**src/design/image_rotation_nearest_macros.svh**
```systemverilog
// Assertion macros for the image rotation block.
// Included by the RTL files that carry concurrent checks; no other dependency.
`ifndef IMAGE_ROTATION_NEAREST_MACROS_SVH
`define IMAGE_ROTATION_NEAREST_MACROS_SVH
`ifndef SYNTHESIS
// Checked on every rising edge, masked while reset is asserted.
`define IRN_CHECK(name, prop, msg) \
    name: assert property (@(posedge i_clk) disable iff (!i_rst_n) prop) else $error(msg);
// Checked on every rising edge, reset included.
`define IRN_CHECK_ALWAYS(name, prop, msg) \
    name: assert property (@(posedge i_clk) prop) else $error(msg);
`else
`define IRN_CHECK(name, prop, msg)
`define IRN_CHECK_ALWAYS(name, prop, msg)
`endif
`endif

```
**src/design/imgrot_pkg.sv**
```systemverilog
// Shared types, widths and helpers for the image rotation block.
// No dependencies; used by imgrot_map and image_rotation_nearest.
package imgrot_pkg;

    localparam int FRAC   = 14;           // Q2.14 fraction bits
    localparam int DW     = 10;           // offset from centre, signed
    localparam int BW     = 11;           // centre plus shift, signed
    localparam int PW     = 26;           // DW x 16-bit product
    localparam int SW     = 28;           // accumulated mapping sum
    localparam int QW     = SW - FRAC;    // mapped source coordinate
    localparam int TRIGW  = 16;
    localparam int SHIFTW = 10;
    localparam int SIZEW  = 9;

    typedef struct packed {
        logic                     start;
        logic signed [DW-1:0]     dx;
        logic signed [DW-1:0]     dy;
        logic signed [BW-1:0]     base_x;
        logic signed [BW-1:0]     base_y;
        logic signed [TRIGW-1:0]  sine;
        logic signed [TRIGW-1:0]  cosine;
        logic [SIZEW-1:0]         cols;
        logic [SIZEW-1:0]         rows;
    } t_map_req;

    typedef struct packed {
        logic                  done;
        logic                  in_frame;
        logic signed [QW-1:0]  nx;
        logic signed [QW-1:0]  ny;
    } t_map_res;

    // Divide by 2^FRAC, rounding toward zero.
    function automatic logic signed [QW-1:0] f_trunc_q(input logic signed [SW-1:0] v);
        logic signed [SW-1:0] t;
        t = v + (v[SW-1] ? SW'((1 << FRAC) - 1) : SW'(0));
        return t[SW-1:FRAC];
    endfunction

endpackage

```
**src/design/imgrot_map.sv**
```systemverilog
// Inverse rotation of one output coordinate into the source frame.
// Three registered stages: products, sums, truncate and bounds check. Uses imgrot_pkg.
module imgrot_map (
    input  logic                 i_clk,
    input  logic                 i_rst_n,
    input  imgrot_pkg::t_map_req i_req,
    output imgrot_pkg::t_map_res o_res
);

    logic                                r_v1;
    logic                                r_v2;
    logic                                r_v3;
    logic signed [imgrot_pkg::PW-1:0]    r_pxc;
    logic signed [imgrot_pkg::PW-1:0]    r_pys;
    logic signed [imgrot_pkg::PW-1:0]    r_pxs;
    logic signed [imgrot_pkg::PW-1:0]    r_pyc;
    logic signed [imgrot_pkg::BW-1:0]    r_bx;
    logic signed [imgrot_pkg::BW-1:0]    r_by;
    logic signed [imgrot_pkg::SW-1:0]    r_sum_x;
    logic signed [imgrot_pkg::SW-1:0]    r_sum_y;
    logic signed [imgrot_pkg::QW-1:0]    r_nx;
    logic signed [imgrot_pkg::QW-1:0]    r_ny;
    logic                                r_inside;
    logic signed [imgrot_pkg::QW-1:0]    q_x;
    logic signed [imgrot_pkg::QW-1:0]    q_y;
    logic                                in_x;
    logic                                in_y;

    always_ff @(posedge i_clk) begin
        if (!i_rst_n) begin
            r_v1 <= 1'b0;
            r_v2 <= 1'b0;
            r_v3 <= 1'b0;
        end else begin
            r_v1 <= i_req.start;
            r_v2 <= r_v1;
            r_v3 <= r_v2;
        end
    end

    // Stage 1: the four products of the rotation matrix.
    always_ff @(posedge i_clk) begin
        if (i_req.start) begin
            r_pxc <= imgrot_pkg::PW'(i_req.dx) * imgrot_pkg::PW'(i_req.cosine);
            r_pys <= imgrot_pkg::PW'(i_req.dy) * imgrot_pkg::PW'(i_req.sine);
            r_pxs <= imgrot_pkg::PW'(i_req.dx) * imgrot_pkg::PW'(i_req.sine);
            r_pyc <= imgrot_pkg::PW'(i_req.dy) * imgrot_pkg::PW'(i_req.cosine);
            r_bx  <= i_req.base_x;
            r_by  <= i_req.base_y;
        end
    end

    // Stage 2: centre term plus rotated offset, still in Q.14.
    always_ff @(posedge i_clk) begin
        if (r_v1) begin
            r_sum_x <= (imgrot_pkg::SW'(r_bx) <<< imgrot_pkg::FRAC)
                       + imgrot_pkg::SW'(r_pxc) + imgrot_pkg::SW'(r_pys);
            r_sum_y <= (imgrot_pkg::SW'(r_by) <<< imgrot_pkg::FRAC)
                       - imgrot_pkg::SW'(r_pxs) + imgrot_pkg::SW'(r_pyc);
        end
    end

    // Stage 3: truncate toward zero and check against the frame in use.
    always_comb begin
        q_x  = imgrot_pkg::f_trunc_q(r_sum_x);
        q_y  = imgrot_pkg::f_trunc_q(r_sum_y);
        in_x = !q_x[imgrot_pkg::QW-1]
               && (q_x[imgrot_pkg::QW-2:0] < (imgrot_pkg::QW-1)'(i_req.cols));
        in_y = !q_y[imgrot_pkg::QW-1]
               && (q_y[imgrot_pkg::QW-2:0] < (imgrot_pkg::QW-1)'(i_req.rows));
    end

    always_ff @(posedge i_clk) begin
        if (r_v2) begin
            r_nx     <= q_x;
            r_ny     <= q_y;
            r_inside <= in_x && in_y;
        end
    end

    assign o_res.done     = r_v3;
    assign o_res.in_frame = r_inside;
    assign o_res.nx       = r_nx;
    assign o_res.ny       = r_ny;

endmodule

```
**config.mk**
```make
export PLATFORM = sky130hd
export DESIGN_NAME = imgrot_map
export DESIGN_NICKNAME = d
export VERILOG_FILES = /design/src/design/image_rotation_nearest_macros.svh /design/src/design/imgrot_pkg.sv /design/src/design/imgrot_map.sv
export SDC_FILE = /design/constraint.sdc
export NUM_CORES = 2
export LEC_CHECK = 0
export CAP_MARGIN = 20
export CORE_MARGIN = 1.5
export CORE_UTILIZATION = 60
export CTS_BUF_LIST = sky130_fd_sc_hd__clkbuf_16
export DETAILED_ROUTE_END_ITERATION = 10
export DONT_BUFFER_PORTS = 1
export GPL_TIMING_DRIVEN = 0
export PLACE_DENSITY = 0.79
export SYNTH_ARGS = -nofsm -noshare
export SYNTH_HDL_FRONTEND = slang
export SYNTH_SLANG_ARGS = --single-unit
```
**constraint.sdc**
```tcl
create_clock -name i_clk -period 6.5 [get_ports i_clk]
set_input_delay 1.3 -clock i_clk [delete_from_list [all_inputs] [get_ports i_clk]]
set_output_delay 1.3 -clock i_clk [all_outputs]
set_load 0.1 [all_outputs]
```
=== Word-level counts from Yosys, hierarchy flattened ===
Cells that the tools add are included.

* Register bits after elaboration: 214
* Bits of input ports: 95
* Output and inout port bits: 30

* $add $sub $neg: 6
* Multipliers: 4
* Order comparisons: 2
* Multiplexer cells: 2
* Reductions and logical operators: 5

{| class="wikitable"
|+ Operators by type and width
! cell !! number
|-
| $mul A10 B16 Y26 || 4
|-
| $add A27 B26 Y28 || 2
|-
| $add A28 B15 Y28 || 2
|-
| $mux W14 || 2
|-
| $add A25 B26 Y27 || 1
|-
| $sub A25 B26 Y27 || 1
|-
| $lt A13 B9 Y1 || 2
|-
| $logic_and A1 B1 Y1 || 3
|-
| $logic_not A1 Y1 || 2
|}

=== Logic depth before layout (Yosys ltp) ===
* Word-level depth: 5
* Mapped depth: 22

=== Worst setup path after synthesis ===
No wires, ideal clock.

* Path kind: input -> register
* Start: input i_req[73] (netlist name)
* End: register r_pys[22] (netlist name) (data pin)
* Library setup time: 0.261 ns
* Arrival time: 6.405 ns
* Data required time: 6.239 ns
* Slack: -0.166 ns
* Cell stages on the path: 21
* Path buffers: 1
* Cells stage by stage: clkbuf_1 > nand2_1 > fa_1 > inv_1 > fa_1 > inv_1 > fa_1 > inv_1 > fa_1 > inv_1 > fa_1 > inv_1 > ha_1 > nor3_1 > nor3b_1 > a221o_1 > a21oi_1 > a211o_1 > a31oi_1 > o31a_1 > a311o_1

* Longest elaborated chain between the ends: 1

{| class="wikitable"
|+ Ends and longest elaborated chain
! element !! RTL line !! text
|-
| from (decl) || imgrot_map.sv:6 || <nowiki>input imgrot_pkg::t_map_req i_req,</nowiki>
|-
| $mul A10 B16 Y26 || imgrot_map.sv:45 || <nowiki>r_pys <= imgrot_pkg::PW'(i_req.dy) * imgrot_pkg::PW'(i_req.sine);</nowiki>
|-
| to (signal assigned) || imgrot_map.sv:45 ||
|-
| to (decl) || imgrot_map.sv:14 || <nowiki>logic signed [imgrot_pkg::PW-1:0] r_pys;</nowiki>
|}

No other way between the ends.
A chain may end at the register's enable or synchronous reset.

=== Final worst setup path ===
* Start: input i_req[19] (netlist name)
* End: register r_pyc[24] (netlist name) (data pin)

* Longest elaborated chain between the ends: 1

{| class="wikitable"
|+ Ends and longest elaborated chain
! element !! RTL line !! text
|-
| $mul A10 B16 Y26 || imgrot_map.sv:47 || <nowiki>r_pyc <= imgrot_pkg::PW'(i_req.dy) * imgrot_pkg::PW'(i_req.cosine);</nowiki>
|-
| to (signal assigned) || imgrot_map.sv:47 ||
|-
| to (decl) || imgrot_map.sv:16 || <nowiki>logic signed [imgrot_pkg::PW-1:0] r_pyc;</nowiki>
|}

No other way between the ends.

==> metrics.txt <==
Die Ht 243.6 um; critical path class in2reg; Placed Area 35,700 um2; first-pass GRT wire length 137,400 um; Final Slew Violations 0; Layout Skew 9.465 ps; synth warn 0; Root Driver clkbuf_16; final hold violation count 0; fraction of layout cells with a size suffix above 1 5.356%; Crit-path slowest cell fa_1; largest net degree at the start of global routing 128; Top-Level Pins 125; most frequent cell after synthesis inv_1; DRT iter0 DRCs 2,151; crit share post-route 98.95%; Max-slew headroom 33.63%; maximum clock frequency 155.5 MHz; Yosys top cell by area fa_1; CTS max path bufs 3; Post-DP HPWL 69,520 um; clock-pin slew on the worst setup and hold paths 60 ps; nets 4,668; Worst setup SP type primary input; Via density 5.660; delay-heaviest family, CP adder cells; Worst-Margin Slew 982.7 ps; Routed Antenna Nets 0; Yosys top cell area share 33.56%; TritonCTS buffer count 24; FF+latch count, synth 214; clock sinks 214; aggregate routed wire length 87,080 um; Post-synth top flop edfxtp_1; mapped cell area 34,720 um2; Post-synth ARST share 0%; syn_nets 4,637; final instance area 36,930 um2; antenna violations before repair 9; Max-Cap Viols 0; Setup-failing EPs final 0; grt ovf 0; minimum clock period 6432 ps; WP buf/inv 4; run status finished clean; top cells by instance count after synthesis 846 x inv_1, 582 x fa_1, 412 x nand2_1, 366 x ha_1, 237 x and2_1; crit path max fanout 10; top post-synthesis cells by area fa_1 34%, edfxtp_1 18%, ha_1 13%, inv_1 9.1%, nand2_1 4.5%; syn avg cell area 9.660 um2; CTS H-tree lvls 1; row count 87; area grow syn2layout 6.379%; crit-path max cell delay 530 ps; Wirelength per Cell 19.75 um; post-synthesis sequential area ratio 18.42%; CP Data Required Time 6780 ps; Pre-antenna DRT Iters 5; EDFF count, synth 211; Die X 243.6 um; initial core utilization 61.10%; crit path cell chain clkbuf_1, nor2_1, fa_1, fa_1, fa_1, fa_1, inv_1, fa_1, inv_1, ha_1, inv_1, or3_1, o211ai_1, a21oi_2, o31ai_4, a31oi_4, o311ai_2, a21oi_1, xnor2_2; Arr. time, crit path 6710 ps; Crit. End Element flop; Routability Congestion 1.026; Syn Inst Count 3,594; GR Util All Layers 30.27%; Unique masters post-synth 77; Clk Latency, worst-skew pair 550 ps; Core ar. 56,820 um2; IO buf count 0; crit-path most repeated cell fa_1; hold_ws 558.3 ps; CTS tree done; RSZ-0062 raised after global routing yes; Die Area 59,320 um2; cts hold-fix bufs 0; routed vias 24,950; vias in the first global route 25,210; Min-Delay Path Class reg2reg; DRC 0
-- stage by stage --
step	std cells	setup TNS, ps	setup WS, ps	utilization [%]
floorplan	3594	0	0.2141	-
global placement	4350	-19460	-1038	62.79
detailed placement	4351	-22550	-1222	62.83
CTS	4392	0	4.045	64.47
global route	4398	-72.26	-21.18	64.95
finish	4408	0	68.35	65.00
-- worst reg2reg max path, cell delays in order, from the launching register on --
cell and delay, ps:
edfxtp_1 830, ha_1 380, a31o_2 240, a21o_1 170
a21oi_1 170, o21ai_1 150, a221oi_1 740, nor2b_1 240
and4_1 310, nand2_1 90, xnor2_1 180, ha_1 290
and4_1 210, a211oi_1 280, o2111ai_1 200, o41a_1 380
nor4_1 230
-- worst paths after layout --
path	start	end	slack, ps	depth (start not counted)
worst max-delay path	i_req[19]	r_pyc[24]	70	19
worst min-delay path	r_pys[0]	r_sum_x[0]	560	1
worst max register to register	r_sum_x[27]	r_inside	1220	16
worst min register to register	r_pys[0]	r_sum_x[0]	560	1
-- routing by layer --
| layer | track usage, % | share of wire (%) | vias to the layer above |
|---|---|---|---|
| li1 | - | - | 11220 |
| met1 | 41.32 | 40 | 12360 |
| met2 | 45.69 | 44 | 1166 |
| met3 | 8.625 | 12 | 204 |
| met4 | 12.24 | 4.5 | 6 |
| met5 | 0 | 0.054 | - |
-- placed cells by master, fill, tap and decap left out, types with 7 or more instances in the layout --
cell type,Yosys,layout
o21a_1,26,26
o21ai_0,50,45
or3_1,14,14
buf_4,2,18
nand4_1,7,7
and2_1,237,237
o211ai_1,10,10
xor2_1,35,35
clkbuf_2,0,69
buf_2,0,12
diode_2,0,11
a21oi_1,88,84
nor3_1,26,24
edfxtp_1,211,211
a21o_1,51,51
nand3_1,21,21
ha_1,366,362
nand2b_1,21,21
clkbuf_1,123,20
and3_1,15,15
a211oi_1,23,22
clkinv_1,1,7
a31oi_1,17,13
clkbuf_16,0,25
nand2_1,412,412
fa_1,582,582
nor2b_1,12,12
clkbuf_4,0,8
xnor2_1,134,132
inv_1,846,849
o21bai_1,18,17
nor2_1,134,134
-- final cells by class --
class,count,area (um2)
well taps,756,945.9
plain buffers,124,653.1
fillers,4509,19890
clock buffers,25,625.6
multi-input cells,2408,24910
flip-flops and latches,214,6399
clock inverters,17,131.4
inverters,847,3181
diodes,11,27.53
repair buffers,6,57.56
-- what timing repair did --
action                                  4_1_cts  5_1_grt
hold endpoints to repair                      0        0
setup buffers                                 0        5
gates resized for setup                      91      135
pin swaps                                     2       14
endpoints found under the setup margin       19       16
-- logic make-up after synthesis --
family / count (synthesis) / synth area share, %
DFF: 214 / 18.42
xor gates and xnor gates: 169 / 4.263
and+or+nand+nor: 928 / 12.76
AOI/OAI and AO/OA: 363 / 7.276
adders and majority gates: 948 / 46.75
buffers and inverters: 972 / 10.53
-- registers in the layout, summed over array words and instances (netlist names) --
| name | cells |
|---|---|
| r_pys | 26 |
| r_v2 | 1 |
| r_v3 | 1 |
| r_sum_y | 28 |
| r_by | 11 |
| r_pyc | 26 |
| r_nx | 14 |
| r_v1 | 1 |
| r_sum_x | 28 |
| r_pxc | 26 |
| r_inside | 1 |
| r_ny | 14 |
| r_bx | 11 |
| r_pxs | 26 |
Power is not shown: default switching activity piles up to over one toggle a cycle in this logic, so the estimate is an artifact.
